**src/design/eitx_pkg.sv**
```systemverilog
// Shared types and constants for the Ethernet/IPv4/TCP header extractor.
`timescale 1ns / 1ps
`default_nettype none

package eitx_pkg;

  localparam int ByteW     = 8;
  localparam int MacW      = 48;
  localparam int IpW       = 32;
  localparam int PortW     = 16;
  localparam int LimitW    = 6;
  localparam int PosW      = 16;
  localparam int IndexW    = 5;

  localparam logic [LimitW-1:0] MaxDump     = 6'd32;
  localparam logic [5:0]        MinHdrBytes = 6'd20;
  localparam logic [PosW-1:0]   PosMax      = 16'hFFFF;

  localparam logic [15:0] EthIpv4 = 16'h0800;
  localparam logic [15:0] EthArp  = 16'h0806;
  localparam logic [15:0] EthIpv6 = 16'h86DD;

  localparam logic [7:0] ProtoTcp  = 8'd6;
  localparam logic [7:0] ProtoUdp  = 8'd17;
  localparam logic [7:0] ProtoSctp = 8'd132;

  // item_kind codes
  localparam logic [1:0] KindSummary = 2'd0;
  localparam logic [1:0] KindPayload = 2'd1;
  localparam logic [1:0] KindTrunc   = 2'd2;

  // network_kind codes
  localparam logic [1:0] NetIpv4  = 2'd0;
  localparam logic [1:0] NetArp   = 2'd1;
  localparam logic [1:0] NetIpv6  = 2'd2;
  localparam logic [1:0] NetOther = 2'd3;

  // transport_kind codes
  localparam logic [2:0] TrTcp   = 3'd0;
  localparam logic [2:0] TrUdp   = 3'd1;
  localparam logic [2:0] TrSctp  = 3'd2;
  localparam logic [2:0] TrOther = 3'd3;
  localparam logic [2:0] TrNone  = 3'd4;

  typedef struct packed {
    logic [ByteW-1:0] frame_byte;
    logic             frame_end;
  } in_item_t;

  typedef struct packed {
    logic [1:0]        item_kind;
    logic [MacW-1:0]   dest_mac;
    logic [MacW-1:0]   source_mac;
    logic [1:0]        network_kind;
    logic [IpW-1:0]    source_ip;
    logic [IpW-1:0]    dest_ip;
    logic [2:0]        transport_kind;
    logic [PortW-1:0]  source_port;
    logic [PortW-1:0]  dest_port;
    logic [ByteW-1:0]  payload_byte;
    logic [IndexW-1:0] payload_index;
    logic              run_last;
  } out_item_t;

endpackage

`default_nettype wire

```
**src/design/eth_ipv4_tcp_header_extractor.sv**
```systemverilog
// Top level: Ethernet/IPv4/TCP header extractor with byte-wide frame input.
// Each result lands in the result register, or in the skid stage while that is held.
// Throughput: one frame byte per cycle while in_stall is low; the capture/classify
// logic sits between the per-frame state registers and the result register; a skid
// stage keeps in_stall registered, set only when both result slots are occupied.
// Reset (synchronous, rst_n low): frame state cleared, payload limit set to 32.
`timescale 1ns / 1ps
`default_nettype none

module eth_ipv4_tcp_header_extractor (
  input  wire                          clk,
  input  wire                          rst_n,
  input  wire                          in_valid,
  output logic                         in_stall,
  input  eitx_pkg::in_item_t           in_data,
  output logic                         out_valid,
  input  wire                          out_stall,
  output eitx_pkg::out_item_t          out_data,
  input  wire                          cfg_valid,
  output logic                         cfg_ready,
  input  wire [eitx_pkg::LimitW-1:0]   cfg_data
);
  import eitx_pkg::*;

  logic      in_fire;
  logic      res_valid;
  out_item_t res_item;
  logic      buf_full;

  assign in_stall = buf_full;
  assign in_fire  = in_valid && !in_stall;

  eitx_parse u_parse (
    .clk       (clk),
    .rst_n     (rst_n),
    .in_fire   (in_fire),
    .in_item   (in_data),
    .cfg_valid (cfg_valid),
    .cfg_ready (cfg_ready),
    .cfg_data  (cfg_data),
    .res_valid (res_valid),
    .res_item  (res_item)
  );

  eitx_out_buf u_out_buf (
    .clk       (clk),
    .rst_n     (rst_n),
    .push      (res_valid),
    .push_item (res_item),
    .full      (buf_full),
    .out_valid (out_valid),
    .out_stall (out_stall),
    .out_data  (out_data)
  );

endmodule

`default_nettype wire

```
**src/design/eitx_parse.sv**
```systemverilog
// Per-frame header capture, classification and result generation.
`timescale 1ns / 1ps
`default_nettype none

module eitx_parse (
  input  wire                          clk,
  input  wire                          rst_n,
  input  wire                          in_fire,
  input  eitx_pkg::in_item_t           in_item,
  input  wire                          cfg_valid,
  output logic                         cfg_ready,
  input  wire [eitx_pkg::LimitW-1:0]   cfg_data,
  output logic                         res_valid,
  output eitx_pkg::out_item_t          res_item
);
  import eitx_pkg::*;

  logic [LimitW-1:0] limit_r;

  logic [PosW-1:0]   pos_r, pos_nxt;
  logic [MacW-1:0]   dmac_r, dmac_nxt;
  logic [MacW-1:0]   smac_r, smac_nxt;
  logic [15:0]       etype_r, etype_nxt;
  logic [IpW-1:0]    sip_r, sip_nxt;
  logic [IpW-1:0]    dip_r, dip_nxt;
  logic [7:0]        proto_r, proto_nxt;
  logic [5:0]        iphb_r, iphb_nxt;
  logic [PortW-1:0]  sport_r, sport_nxt;
  logic [PortW-1:0]  dport_r, dport_nxt;
  logic [7:0]        poff_r, poff_nxt;
  logic [LimitW-1:0] emitted_r, emitted_nxt;
  logic              sum_done_r, sum_done_nxt;

  logic [ByteW-1:0]  b;
  logic              last;
  logic [PosW-1:0]   tcp_start;
  logic [5:0]        hdr_len;
  logic [5:0]        doff;
  logic              ipv4;
  logic              tcp;
  logic              due;
  logic [LimitW-1:0] lim;
  logic              rv;
  out_item_t         item;

  assign cfg_ready = 1'b1;
  assign b         = in_item.frame_byte;
  assign last      = in_item.frame_end;
  assign lim       = (limit_r > MaxDump) ? MaxDump : limit_r;
  assign tcp_start = PosW'(7'd14 + {1'b0, iphb_r});

  // Capture: applies to this byte only while the summary is still pending.
  always_comb begin
    dmac_nxt  = dmac_r;
    smac_nxt  = smac_r;
    etype_nxt = etype_r;
    sip_nxt   = sip_r;
    dip_nxt   = dip_r;
    proto_nxt = proto_r;
    iphb_nxt  = iphb_r;
    sport_nxt = sport_r;
    dport_nxt = dport_r;
    poff_nxt  = poff_r;
    hdr_len   = {b[3:0], 2'b00};
    doff      = {b[7:4], 2'b00};
    if (!sum_done_r) begin
      if (pos_r < 16'd6) begin
        dmac_nxt = {dmac_r[MacW-9:0], b};
      end else if (pos_r < 16'd12) begin
        smac_nxt = {smac_r[MacW-9:0], b};
      end else if (pos_r < 16'd14) begin
        etype_nxt = {etype_r[7:0], b};
      end else if (etype_r == EthIpv4) begin
        if (pos_r == 16'd14) begin
          iphb_nxt = (hdr_len < MinHdrBytes) ? MinHdrBytes : hdr_len;
        end else if (pos_r == 16'd23) begin
          proto_nxt = b;
        end else if (pos_r >= 16'd26 && pos_r < 16'd30) begin
          sip_nxt = {sip_r[IpW-9:0], b};
        end else if (pos_r >= 16'd30 && pos_r < 16'd34) begin
          dip_nxt = {dip_r[IpW-9:0], b};
        end else if (proto_r == ProtoTcp && pos_r >= tcp_start) begin
          if (pos_r < tcp_start + 16'd2) begin
            sport_nxt = {sport_r[7:0], b};
          end else if (pos_r < tcp_start + 16'd4) begin
            dport_nxt = {dport_r[7:0], b};
          end else if (pos_r == tcp_start + 16'd12) begin
            poff_nxt = tcp_start[7:0] +
                       {2'b00, ((doff < MinHdrBytes) ? MinHdrBytes : doff)};
          end
        end
      end
    end
  end

  assign ipv4 = (etype_nxt == EthIpv4);
  assign tcp  = ipv4 && (proto_nxt == ProtoTcp);

  always_comb begin
    if (!ipv4) begin
      due = (pos_r >= 16'd13);
    end else if (!tcp) begin
      due = (pos_r >= 16'd33);
    end else begin
      due = (poff_nxt != 8'd0) && (({1'b0, pos_r} + 17'd1) >= {9'd0, poff_nxt});
    end
  end

  // Result item and per-frame bookkeeping.
  always_comb begin
    item                = '0;
    item.dest_mac       = dmac_nxt;
    item.source_mac     = smac_nxt;
    item.network_kind   = NetOther;
    item.transport_kind = TrNone;
    if (etype_nxt == EthIpv4) begin
      item.network_kind = NetIpv4;
    end else if (etype_nxt == EthArp) begin
      item.network_kind = NetArp;
    end else if (etype_nxt == EthIpv6) begin
      item.network_kind = NetIpv6;
    end
    if (ipv4) begin
      item.source_ip = sip_nxt;
      item.dest_ip   = dip_nxt;
      if (proto_nxt == ProtoTcp) begin
        item.transport_kind = TrTcp;
      end else if (proto_nxt == ProtoUdp) begin
        item.transport_kind = TrUdp;
      end else if (proto_nxt == ProtoSctp) begin
        item.transport_kind = TrSctp;
      end else begin
        item.transport_kind = TrOther;
      end
    end
    if (tcp) begin
      item.source_port = sport_nxt;
      item.dest_port   = dport_nxt;
    end

    rv           = 1'b0;
    sum_done_nxt = sum_done_r;
    emitted_nxt  = emitted_r;
    if (!sum_done_r) begin
      if (due || last) begin
        item.item_kind = due ? KindSummary : KindTrunc;
        item.run_last  = last || !tcp || (lim == '0);
        rv             = 1'b1;
        sum_done_nxt   = 1'b1;
      end
    end else if (tcp && emitted_r < lim) begin
      item.item_kind     = KindPayload;
      item.payload_byte  = b;
      item.payload_index = emitted_r[IndexW-1:0];
      item.run_last      = last || (({1'b0, emitted_r} + 7'd1) >= {1'b0, lim});
      rv                 = 1'b1;
      emitted_nxt        = emitted_r + 6'd1;
    end
  end

  assign pos_nxt   = (pos_r < PosMax) ? pos_r + 16'd1 : pos_r;
  assign res_valid = in_fire && rv;
  assign res_item  = item;

  always_ff @(posedge clk) begin
    if (!rst_n) begin
      limit_r <= MaxDump;
    end else if (cfg_valid && cfg_ready) begin
      limit_r <= cfg_data;
    end
  end

  always_ff @(posedge clk) begin
    if (!rst_n || (in_fire && last)) begin
      pos_r      <= '0;
      dmac_r     <= '0;
      smac_r     <= '0;
      etype_r    <= '0;
      sip_r      <= '0;
      dip_r      <= '0;
      proto_r    <= '0;
      iphb_r     <= MinHdrBytes;
      sport_r    <= '0;
      dport_r    <= '0;
      poff_r     <= '0;
      emitted_r  <= '0;
      sum_done_r <= 1'b0;
    end else if (in_fire) begin
      pos_r      <= pos_nxt;
      dmac_r     <= dmac_nxt;
      smac_r     <= smac_nxt;
      etype_r    <= etype_nxt;
      sip_r      <= sip_nxt;
      dip_r      <= dip_nxt;
      proto_r    <= proto_nxt;
      iphb_r     <= iphb_nxt;
      sport_r    <= sport_nxt;
      dport_r    <= dport_nxt;
      poff_r     <= poff_nxt;
      emitted_r  <= emitted_nxt;
      sum_done_r <= sum_done_nxt;
    end
  end

endmodule

`default_nettype wire

```
**src/design/eitx_out_buf.sv**
```systemverilog
// Result register with a skid stage so the input side sees a registered stall.
`timescale 1ns / 1ps
`default_nettype none

module eitx_out_buf (
  input  wire                   clk,
  input  wire                   rst_n,
  input  wire                   push,
  input  eitx_pkg::out_item_t   push_item,
  output logic                  full,
  output logic                  out_valid,
  input  wire                   out_stall,
  output eitx_pkg::out_item_t   out_data
);
  import eitx_pkg::*;

  logic      main_valid_r;
  logic      skid_valid_r;
  out_item_t main_r;
  out_item_t skid_r;
  logic      out_fire;
  logic      main_free;

  assign out_fire  = main_valid_r && !out_stall;
  assign main_free = !main_valid_r || out_fire;
  assign full      = skid_valid_r;
  assign out_valid = main_valid_r;
  assign out_data  = main_r;

  always_ff @(posedge clk) begin
    if (!rst_n) begin
      main_valid_r <= 1'b0;
      skid_valid_r <= 1'b0;
    end else begin
      if (main_free) begin
        // refill from skid first; no push can arrive while skid holds a transaction
        main_valid_r <= skid_valid_r || push;
        skid_valid_r <= 1'b0;
      end else if (push) begin
        skid_valid_r <= 1'b1;
      end
    end
  end

  always_ff @(posedge clk) begin
    if (main_free) begin
      main_r <= skid_valid_r ? skid_r : push_item;
    end
    if (!main_free && push) begin
      skid_r <= push_item;
    end
  end

endmodule

`default_nettype wire

```
**config.mk**
```make
export PLATFORM = sky130hd
export DESIGN_NAME = eth_ipv4_tcp_header_extractor
export DESIGN_NICKNAME = d
export VERILOG_FILES = /design/src/design/eitx_pkg.sv /design/src/design/eth_ipv4_tcp_header_extractor.sv /design/src/design/eitx_parse.sv /design/src/design/eitx_out_buf.sv
export SDC_FILE = /design/constraint.sdc
export NUM_CORES = 1
export LEC_CHECK = 0
export BUFFER_PORTS_ARGS = -buffer_cell sky130_fd_sc_hd__buf_2
export CAP_MARGIN = 20
export CELL_PAD_IN_SITES_DETAIL_PLACEMENT = 0
export CELL_PAD_IN_SITES_GLOBAL_PLACEMENT = 1
export CORE_MARGIN = 2
export CORE_UTILIZATION = 44
export DETAILED_ROUTE_END_ITERATION = 7
export PLACE_DENSITY = 0.85
export SYNTH_ARGS = -nofsm -noshare
export SYNTH_HDL_FRONTEND = slang
export SYNTH_SLANG_ARGS = --single-unit
```
**constraint.sdc**
```tcl
create_clock -name clk -period 26.6 [get_ports clk]
set_input_delay 2.66 -clock clk [delete_from_list [all_inputs] [get_ports clk]]
set_output_delay 2.66 -clock clk [all_outputs]
set_load 0.005 [all_outputs]
```
==> metrics.md, run 1 <==
| Metric | Value |
|---|---|
| Overflow after GRT | 0 |
| DP Wirelength | 43400 um |
| Share of post-route cells with drive strength above 1 | 0.220 |
| Worst Path Arrival | 7.08 ns |
| Outcome | finished clean |
| Fin crit share | 0.258 |
| Yosys reg bits | 685 |
| Number of H-tree levels | 3 |
| CTS Buffer Depth | 3 |
| Post-synth cell types | 66 |
| CP cell instances | buf_2 -> buf_4 -> a21oi_1 -> or2_2 -> ha_1 -> inv_1 -> fa_1 -> inv_1 -> a21o_1 -> a21oi_1 -> xor2_1 -> mux2i_1 -> ha_1 -> nand4_1 -> o21ai_0 -> a2111oi_0 -> a211o_1 -> o221a_2 -> a211oi_4 -> buf_12 |
| Root Buffer | clkbuf_16 |
| Drt total wl | 69200 um |
| Max Cap Viol | 0 |
| Post-route non-filler standard cell count | 3649 |
| Cell area power density | 70.2 mW/mm^2 |
| Tightest Hold Check Type | reg -> reg |
| TritonCTS clock tree | done |
| Synthesized area | 0.0294 mm^2 |
| CTS buffer count | 73 |
| R2R Setup Slk | 20.45 ns |
| Starting density of the core | 0.446 |
| Req. time, crit path | 26.83 ns |
| RR Endpoint | u_out_buf.skid_r[58]$_DFFE_PP_ |
| Die W | 262 um |
| Post-CTS setup buffer count | 0 |
| Site Rows | 94 |
| Hold buffers post-CTS | 0 |
| RSZ-0062 raised after global routing | false |
| Fillers | 5661 |
| Final Setup Violations | 0 |
| Multi-input logic area | 0.0107 mm^2 |
| DR vias/cell | 5.42 |
| Final ANT Viol Nets | 0 |
| EDFF count, synth | 426 |
| Largest net degree at the start of global routing | 160 |
| F_max | 146 MHz |
| Vias in the first global route | 19.4k |
| Seq/Total Area, Yosys | 0.612 |
| Ys Warns | 0 |
| Post-synthesis async set-or-reset flop share | 0 |
| Critical path class | in -> reg |
| Port bufs | 234 |
| Relative slew slack | 0.259 |
| Worst skew pair latency | 0.62 ns |
| Leak | 0.0136 uW |
| Sequential Area | 0.0180 mm^2 |
| Total global-route track usage | 0.195 |
| Cells after Synth | 2559 |
| Vias | 19.8k |
| Reg2Reg Depth | 22 |
| Post-route setup TNS | 0 ns |
| Slowest CP cell | buf_12 |
| Hold Vio Cnt, Final | 0 |
| Largest fanout on the critical path | 159 |
| Utilization after layout | 0.514 |
| Slew of the pin with the lowest slew margin | 1.11 ns |
| DRT Pass-1 Iters | 5 |
| Initial antenna violation count | 2 |
| Maximum vdd drop | 0.0443 mV |
| Worst-path clk slew | 0.06 ns |
| Crit. End Element | register |
| Remaining routing DRC violations | 0 |
| WL/cell | 19.0 um |
| Startpoint Class | input pin |
| First-pass GRT wire length | 109000 um |
| Hold path endpoint | u_parse.sip_r[31]$_SDFFE_PP0P_ |
| Syn avg cell area | 11.5 um^2 |
| Resized cells post-CTS | 0 |
| Detailed router's first-iteration violation count | 1513 |
| Hold_sp | u_parse.sip_r[31]$_SDFFE_PP0P_ |
| Placed cell count | 3511 |
| Slowest Stage Delay on Critical Path | 0.59 ns |
| Buf/Inv on CP | 5 |
| R2r startpoint | u_parse.iphb_r[3]$_SDFFE_PP0P_ |
| Fin crit period | 6.86 ns |
| Hold Path Depth | 2 |
| Die H | 262 um |
| Family with the most delay on the worst path | compound AO/OA/AOI/OAI gates |
| IO Count | 236 |
| Main synth FF type | edfxtp_1 |
| Area delta synth->final | 15.4% |
| Clk_skew | 0.0317 ns |
| Max-slew violation count | 0 |
| GPL Wtd Cong | 0.852 |
| Sink Count | 685 |
| DIE AREA | 0.0688 mm^2 |
| Layout net count | 2788 |
| Core region area | 0.0659 mm^2 |
## registers in the layout, summed over array words and instances, names as in the netlist, 6 cells and up
| signal | cells |
|---|---|
| u_out_buf.out_data | 213 |
| u_out_buf.skid_r | 213 |
| u_parse.dmac_r | 48 |
| u_parse.smac_r | 48 |
| u_parse.dip_r | 32 |
| u_parse.sip_r | 32 |
| u_parse.dport_r | 16 |
| u_parse.etype_r | 16 |
| u_parse.pos_r | 16 |
| u_parse.sport_r | 16 |
| u_parse.poff_r | 8 |
| u_parse.proto_r | 8 |
| u_parse.emitted_r | 6 |
| u_parse.limit_r | 6 |
## cells in the final DEF (no fill, tap or decap), types with 19 or more instances in the layout
master	instances
xnor2_1	22
o31ai_1	74
nand3_1	20
nor2_1	385
mux2i_1	144
mux2_2	205
o21ai_0	56
clkbuf_16	75
a21oi_1	120
buf_2	234
inv_1	19
edfxtp_1	426
nand2_1	315
buf_4	24
nor3_1	110
dfxtp_1	258
ha_1	45
## cell usage after synthesis, drive strengths merged (22+ instances only)
master  number  area share
edfxtp     426        0.44
nor2       387       0.049
nand2      317       0.041
dfxtp      259        0.18
mux2       205       0.079
clkbuf     145       0.019
mux2i      144       0.049
a21oi      120       0.020
nor3       110       0.019
o31ai       74       0.019
o21ai       56      0.0095
ha          45       0.019
buf         28      0.0046
nand3       23      0.0043
xnor2       22      0.0066
## report_power, final
part | total (uW) | internal [uW] | switching (uW)
clock network | 1100 | 672 | 433
logic | 101 | 38.8 | 62.5
registers | 1170 | 1150 | 16.3
total | 2380 | 1870 | 512
## cells by family (layout without fill, tap and decap cells)
group	Yosys count	in the layout	synth area share
AOI/OAI and AO/OA	300	300	0.0625
buffers and inverters	193	416	0.0257
xor gates and xnor gates	35	35	0.0109
adders and majority gates	46	46	0.0199
muxes	349	349	0.128
other	1	4	0.000128
DFF	685	685	0.612
and+or+nand+nor	950	950	0.141
## per-stage QoR
stage	worst slack, ns	power [uW]	cell area [um^2]	hold slack, ns
2_1_floorplan	3.88	1250	29400	0.431
3_3_place_gp	19.26	1290	31200	0.438
3_5_place_dp	19.22	1300	31200	0.445
4_1_cts	19.85	2400	33900	0.453
5_1_grt	19.51	2450	33900	0.472
6_report	19.74	2380	33900	0.453
## worst max path at each step
stage	start	to	slack, ns	cells past startpoint
final	in_data[8]	u_out_buf.skid_r[58]$_DFFE_PP_	19.74	20
after global routing	in_data[7]	u_out_buf.skid_r[58]$_DFFE_PP_	19.51	20
after CTS	in_data[7]	u_out_buf.skid_r[57]$_DFFE_PP_	19.85	20
after detailed placement	in_data[7]	u_out_buf.skid_r[60]$_DFFE_PP_	19.22	20
after global placement	in_data[6]	u_out_buf.skid_r[71]$_DFFE_PP_	19.26	20
after floorplan	out_stall	u_out_buf.skid_r[0]$_DFFE_PP_	3.88	2
## cell type report
type / count / share of cell area
antenna: 2 / 0.000148
clock buffer: 93 / 0.0583
clock inverter: 43 / 0.0198
inverter: 20 / 0.00229
multi-input combinational: 1682 / 0.316
sequential: 685 / 0.531
tap: 864 / 0.0319
timing repair buffer: 260 / 0.0409
## worst register-to-register path, delay by kind of cell, from the launching register on
family	cells	cell delay, ns
AO/OA/AOI/OAI	9	1.71
buffers and inverters	3	0.98
adder cells (fa/ha/maj)	3	0.82
AND/OR/NAND/NOR	5	0.81
XOR/XNOR	1	0.52
flip-flops	1	0.33
multiplexers	1	0.23
## metal layers
metal	vias to the layer above	global-route usage	share of wire	routed length, um
li1	9473	-	-	-
met1	9684	0.260	0.44	30400
met2	523	0.321	0.48	33200
met3	86	0.0378	0.059	4060
met4	4	0.0620	0.021	1430
met5	-	0	0.00035	24
No activity file was read; power rests on OpenSTA's default activity.
==> inputs of run 2 (changes only) <==
clock period = 6.25 ns   (was 26.6 ns; I/O delays follow)
==> metrics.md, run 2 (same netlist as run 1, synthesis figures left out) <==
| Metric | Value |
|---|---|
| Slew of the pin with the lowest slew margin | 1.14 ns (was 1.11 ns) |
| Tightest Hold Check Type | in -> reg (was reg -> reg) |
| Hold Vio Cnt, Final | 0 (unchanged) |
| Core region area | 0.0659 mm^2 (unchanged) |
| Starting density of the core | 0.446 (unchanged) |
| Max Cap Viol | 0 (unchanged) |
| IO Count | 236 (unchanged) |
| Port bufs | 234 (unchanged) |
| Outcome | finished clean (unchanged) |
| Most frequent cells in the layout | edfxtp_1, nor2_1, nand2_1 (unchanged) |
| Clk_skew | 0.0239 ns (was 0.0317 ns) |
| Max-slew violation count | 0 (unchanged) |
| Total global-route track usage | 0.198 (was 0.195) |
| CTS buffer count | 73 (unchanged) |
| Die H | 262 um (unchanged) |
| Crit. End Element | register (unchanged) |
| Site Rows | 94 (unchanged) |
| Worst hold margin | 0.276 ns (was 0.453 ns) |
| DR vias/cell | 5.40 (was 5.42) |
| PnR worst setup slack | 0.710 ns (was 19.74 ns) |
| Commonest non-fill, non-tap cell in the layout | edfxtp_1 (unchanged) |
| Vias in the first global route | 19.3k (was 19.4k) |
| Startpoint Class | register (was input pin) |
| Largest net degree at the start of global routing | 172 (was 160) |
| Final Setup Violations | 0 (unchanged) |
| Worst-path clk slew | 0.06 ns (about the same) |
| Area delta synth->final | 15.3% (was 15.4%) |
| Largest fanout on the critical path | 108 (was 159) |
| Pre-CTS WS | 0.812 ns (was 19.22 ns) |
| Fin crit period | 5.54 ns |
| Root Buffer | clkbuf_16 (unchanged) |
| DRT Pass-1 Iters | 5 (unchanged) |
| Share of post-route cells with drive strength above 1 | 0.226 (was 0.220) |
| Sink Count | 685 (unchanged) |
| Req. time, crit path | 6.48 ns (was 26.83 ns) |
| RSZ-0062 raised after global routing | false (unchanged) |
| WL/cell | 19.1 um (was 19.0 um) |
| Worst skew pair latency | 0.61 ns (was 0.62 ns) |
| GPL Wtd Cong | 0.855 (was 0.852) |
| First-pass GRT wire length | 110000 um (was 109000 um) |
| Maximum vdd drop | 0.200 mV (was 0.0443 mV) |
| Worst Path Arrival | 5.77 ns (was 7.08 ns) |
| Cell area power density | 291 mW/mm^2 (was 70.2 mW/mm^2) |
| Utilization after layout | 0.514 (about the same) |
| Drt total wl | 69600 um (was 69200 um) |
| Hold buffers post-CTS | 0 (unchanged) |
| Final ANT Viol Nets | 0 (unchanged) |
| CTS Buffer Depth | 3 (unchanged) |
| Critical path class | reg -> reg (was in -> reg) |
| Die W | 262 um (unchanged) |
| F_max | 181 MHz |
| Remaining routing DRC violations | 0 (unchanged) |
| Relative slew slack | 0.238 (was 0.259) |
| Initial antenna violation count | 11 (was 2) |
| Fin crit share | 0.886 |
| Detailed router's first-iteration violation count | 1830 (was 1513) |
| Overflow after GRT | 0 (unchanged) |
| TritonCTS clock tree | done (unchanged) |
| Layout net count | 2790 (was 2788) |
| DP Wirelength | 43300 um (was 43400 um) |
| Post-CTS setup buffer count | 0 (unchanged) |
| Number of H-tree levels | 3 (unchanged) |
| Resized cells post-CTS | 0 (unchanged) |
| DIE AREA | 0.0688 mm^2 (unchanged) |
| Leak | 0.0135 uW (was 0.0136 uW) |
| Vias | 19.7k (was 19.8k) |
run 2: changes by cell type in the layout (fill, tap and decap cells not counted), moves of 2 or more:
| cell | previous run | this run |
|---|---|---|
| clkinv_2 | 8 | 14 |
| bufinv_16 | 14 | 9 |
| inv_6 | 2 | 7 |
| clkbuf_8 | 3 | 7 |
| buf_12 | 1 | 4 |
| clkinv_8 | 3 | 0 |
| dfxtp_1 | 258 | 255 |
| dfxtp_2 | 0 | 3 |
| buf_4 | 24 | 22 |
| ha_1 | 45 | 43 |
| inv_16 | 2 | 0 |
run 2: routing by layer:
layer | up-vias | wire [um] | GRT usage
met2 | 532 | 32900 | 0.319
li1 | 9463 | - | -
met4 | 18 | 1260 | 0.0557
met1 | 9603 | 30900 | 0.267
met3 | 112 | 4460 | 0.0488
met5 | - | 112 | 0
run 2: power breakdown:
part / switching, uW / internal (uW)
sequential: 64.1 / 4920
combinational: 267 / 167
clock: 1790 / 2650
run 2: critical path, stage by stage, from the launching register on:
cell	delay (ns)
dfxtp_1	0.32
or4b_1	0.57
nor4_1	0.61
o311ai_0	0.37
and4b_1	0.64
nand2_4	0.16
nor2_1	0.15
a21oi_1	0.06
ha_1	0.31
o211ai_1	0.09
a21oi_1	0.14
o31ai_1	0.11
a211o_1	0.31
o221a_2	0.31
a211oi_4	0.36
buf_12	0.46
run 2: area by class of cell:
class	instances	area, um^2
fill	5743	32000
sequential	685	18000
multi-input combinational	1682	10800
clock buffer	94	2000
timing repair buffer	262	1460
tap	864	1080
clock inverter	41	485
inverter	20	77.6
antenna	2	5.00
run 2: worst paths after layout:
path,start,endpoint,slack [ns],cells after the start
worst max-delay path,u_parse.etype_r[15]$_SDFFE_PP0P_,u_out_buf.skid_r[16]$_DFFE_PP_,0.71,15
worst min-delay path,cfg_data[4],u_parse.limit_r[4]$_SDFFE_PN0P_,0.28,3
worst max register to register,u_parse.etype_r[15]$_SDFFE_PP0P_,u_out_buf.skid_r[16]$_DFFE_PP_,0.71,15
worst min register to register,u_parse.sip_r[25]$_SDFFE_PP0P_,u_parse.sip_r[25]$_SDFFE_PP0P_,0.45,2
run 2: stage by stage:
stage,TNS (ns),instances,total power [uW],cell area [um^2]
floorplan,-2942.83,2560,5320,29400
detailed placement,0,3512,5520,31300
global route,0,3648,10200,33800
CTS,0,3647,9970,33800
finish,0,3650,9860,33900
global placement,0,3510,5510,31300
==> inputs of run 3 (changes only) <==
ABC_AREA = 1   (was unset)
CORE_UTILIZATION = 42   (was 44)
==> metrics.md, run 3 <==
| Metric | Value |
|---|---|
| Outcome | finished clean (unchanged) |
| Main synth FF type | edfxtp_1 (unchanged) |
| DP Wirelength | 49000 um (was 43300 um) |
| Max Cap Viol | 0 (unchanged) |
| Max-slew violation count | 0 (unchanged) |
| PnR worst setup slack | 1.04 ns (was 0.710 ns) |
| Family with the most delay on the worst path | simple AND/OR/NAND/NOR gates (unchanged) |
| Tightest Hold Check Type | in -> reg (unchanged) |
| Hold Path Depth | 3 (unchanged) |
| Commonest non-fill, non-tap cell in the layout | nand2_1 (was edfxtp_1) |
| P_sw | 2710 uW (was 2120 uW) |
| Metal-1 WL | 35700 um (was 30900 um) |
| GPL Wtd Cong | 0.875 (was 0.855) |
| Syn avg cell area | 9.01 um^2 (was 11.5 um^2) |
| Area delta synth->final | 14.7% (was 15.3%) |
| IO Count | 236 (unchanged) |
| Port bufs | 234 (unchanged) |
| Most frequent cells in the layout | nand2_1, inv_1, edfxtp_1 (was edfxtp_1, nor2_1, nand2_1) |
| Internal power | 8030 uW (was 7740 uW) |
| Worst-path clk slew | 0.06 ns (about the same) |
| Worst Path Arrival | 5.50 ns (was 5.77 ns) |
| Synth top area cells | edfxtp_1, dfxtp_1, nand2_1 (was edfxtp_1, dfxtp_1, mux2_2) |
| Starting density of the core | 0.424 (was 0.446) |
| Most frequent cell after synthesis | nand2_1 (was edfxtp_1) |
| Total global-route track usage | 0.198 (about the same) |
| Share of post-route cells with drive strength above 1 | 0.134 (was 0.226) |
| Vias in the first global route | 21.0k (was 19.3k) |
| Buf/Inv on CP | 6 (was 1) |
| Seq/Total Area, Yosys | 0.581 (was 0.612) |
| Die H | 275 um (was 262 um) |
| Site Rows | 99 (was 94) |
| Hold Vio Cnt, Final | 0 (unchanged) |
| Highest Signal Layer | met4 (was met5) |
| Share of total power in combinational logic | 0.094 (was 0.044) |
| Reg2Reg Depth | 35 (was 15) |
| Clk_skew | 0.0271 ns (was 0.0239 ns) |
| EDFF count, synth | 426 (unchanged) |
| Leak | 0.0164 uW (was 0.0135 uW) |
| RSZ-0062 raised after global routing | false (unchanged) |
| Fin crit period | 5.21 ns (was 5.54 ns) |
| Relative slew slack | 0.304 (was 0.238) |
| Reg power frac | 0.486 (was 0.505) |
| Clock share of power | 0.420 (was 0.451) |
| Final Setup Violations | 0 (unchanged) |
| Sw frac | 0.252 (was 0.215) |
| Resized cells post-CTS | 0 (unchanged) |
| Cell area power density | 303 mW/mm^2 (was 291 mW/mm^2) |
| Slowest CP cell | dfxtp_4 (was and4b_1) |
| Startpoint Class | register (unchanged) |
| TritonCTS clock tree | done (unchanged) |
| Remaining routing DRC violations | 0 (unchanged) |
| Post-CTS setup buffer count | 0 (unchanged) |
| DR vias/cell | 4.94 (was 5.40) |
| Synth cell count leaders | nand2_1, inv_1, edfxtp_1, o21ai_0, nor2_1 (was edfxtp_1, nor2_1, nand2_1, dfxtp_1, mux2_2) |
| Core region area | 0.0730 mm^2 (was 0.0659 mm^2) |
| Largest area contributor in the netlist | edfxtp_1 (unchanged) |
| Maximum vdd drop | 0.201 mV (was 0.200 mV) |
| Wire length on met3 | 3460 um (was 4460 um) |
| Worst hold margin | 0.232 ns (was 0.276 ns) |
| DIE AREA | 0.0759 mm^2 (was 0.0688 mm^2) |
| Root Buffer | clkbuf_16 (unchanged) |
| Synthesized area | 0.0309 mm^2 (was 0.0294 mm^2) |
| Met2 wire length | 35300 um (was 32900 um) |
| Overflow after GRT | 0 (unchanged) |
| Placed Instance Area | 0.0329 mm^2 (was 0.0313 mm^2) |
| CTS Buffer Depth | 3 (unchanged) |
| Yosys reg bits | 685 (unchanged) |
| Slowest Stage Delay on Critical Path | 0.38 ns (was 0.64 ns) |
| Hold buffers post-CTS | 0 (unchanged) |
| Worst skew pair latency | 0.64 ns (was 0.61 ns) |
| Cells after Synth | 3434 (was 2559) |
| Die W | 275 um (was 262 um) |
| Diode count | 0 (was 2) |
| Pre-CTS WS | 0.999 ns (was 0.812 ns) |
| Layout net count | 3645 (was 2790) |
| Fillers | 6739 (was 5743) |
| Req. time, crit path | 6.54 ns (was 6.48 ns) |
| Top cell type's share of synthesized area | 0.413 (was 0.436) |
| Post-route setup TNS | 0 ns (unchanged) |
| CTS buffer count | 74 (was 73) |
| DRT Pass-1 Iters | 6 (was 5) |
| Post-synthesis async set-or-reset flop share | 0 (unchanged) |
| Levels on crit path | 35 (was 15) |
| Crit. End Element | register (unchanged) |
| Detailed router's first-iteration violation count | 1790 (was 1830) |
| Largest fanout on the critical path | 51 (was 108) |
| Fin crit share | 0.833 (was 0.886) |
| Design Area, Final | 0.0355 mm^2 (was 0.0339 mm^2) |
| Ys Warns | 0 (unchanged) |
| Total Power | 10700 uW (was 9860 uW) |
| WL/cell | 16.5 um (was 19.1 um) |
| Initial antenna violation count | 1 (was 11) |
| Post-synth cell types | 47 (was 66) |
| Slew of the pin with the lowest slew margin | 1.04 ns (was 1.14 ns) |
| Final ANT Viol Nets | 0 (unchanged) |
| Drt total wl | 76000 um (was 69600 um) |
| Largest net degree at the start of global routing | 195 (was 172) |
| Sink Count | 685 (unchanged) |
| First-pass GRT wire length | 118000 um (was 110000 um) |
| Vias | 22.7k (was 19.7k) |
| Number of H-tree levels | 3 (unchanged) |
| F_max | 192 MHz (was 181 MHz) |
| Most frequent CP cell | nand2_1 (was a21oi_1) |
| Critical path class | reg -> reg (unchanged) |
-- run 3: final timing paths --
| check | from | endpoint | slack (ns) |
|---|---|---|---|
| hold / removal | cfg_data[5] | u_parse.limit_r[5]$_SDFFE_PN1P_ | 0.23 |
| setup / recovery | u_parse.iphb_r[2]$_SDFFE_PP1P_ | u_out_buf.skid_r[39]$_DFFE_PP_ | 1.04 |
| hold reg to reg | u_parse.poff_r[7]$_SDFFE_PP0P_ | u_parse.poff_r[7]$_SDFFE_PP0P_ | 0.47 |
| setup reg to reg | u_parse.iphb_r[2]$_SDFFE_PP1P_ | u_out_buf.skid_r[39]$_DFFE_PP_ | 1.04 |
-- run 3: per-stage QoR --
stage | std cells | util
final | 4600 | 0.486
after detailed placement | 4461 | 0.451
after CTS | 4599 | 0.486
after global routing | 4600 | 0.486
after global placement | 4461 | 0.451
after floorplan | 3435 | -
-- run 3: kinds of logic (layout without fill, tap and decap cells) --
| family | count (synthesis) | count (layout) | share of synthesized area |
|---|---|---|---|
| buf+inv | 684 | 890 | 0.0856 |
| fa+ha+maj | 46 | 46 | 0.0188 |
| other cells | 1 | 2 | 0.000121 |
| mux | 50 | 50 | 0.0163 |
| compound gates | 688 | 688 | 0.123 |
| xor+xnor | 17 | 17 | 0.00481 |
| flops | 685 | 685 | 0.581 |
| simple gates | 1263 | 1263 | 0.170 |
-- run 3: tightest hold or removal path, cell delays in order --
cell and delay, ns:
buf_2 0.08, nand2_1 0.04, o211ai_1 0.06
-- run 3: power by group through the flow --
stage	sequential (uW)	combinational, uW	clock (uW)
floorplan	5320	610	0
global placement	5320	1000	0
detailed placement	5320	1020	0
CTS	5230	1020	4600
global route	5250	1150	4790
finish	5220	1010	4510
-- run 3: area by class of cell --
| class | count | area, um^2 | area share |
|---|---|---|---|
| repair buffers | 258 | 1430 | 0.0404 |
| flip-flops and latches | 685 | 18000 | 0.507 |
| clock inverters | 49 | 579 | 0.0163 |
| inverters | 494 | 1870 | 0.0528 |
| well taps | 959 | 1200 | 0.0338 |
| multi-input cells | 2066 | 10500 | 0.295 |
| clock buffers | 89 | 1940 | 0.0546 |
-- run 3: per-layer routing --
metal	GRT usage	vias to the layer above
li1	-	11529
met1	0.281	10624
met2	0.319	476
met3	0.0303	103
met4	0.0511	0
met5	0	-
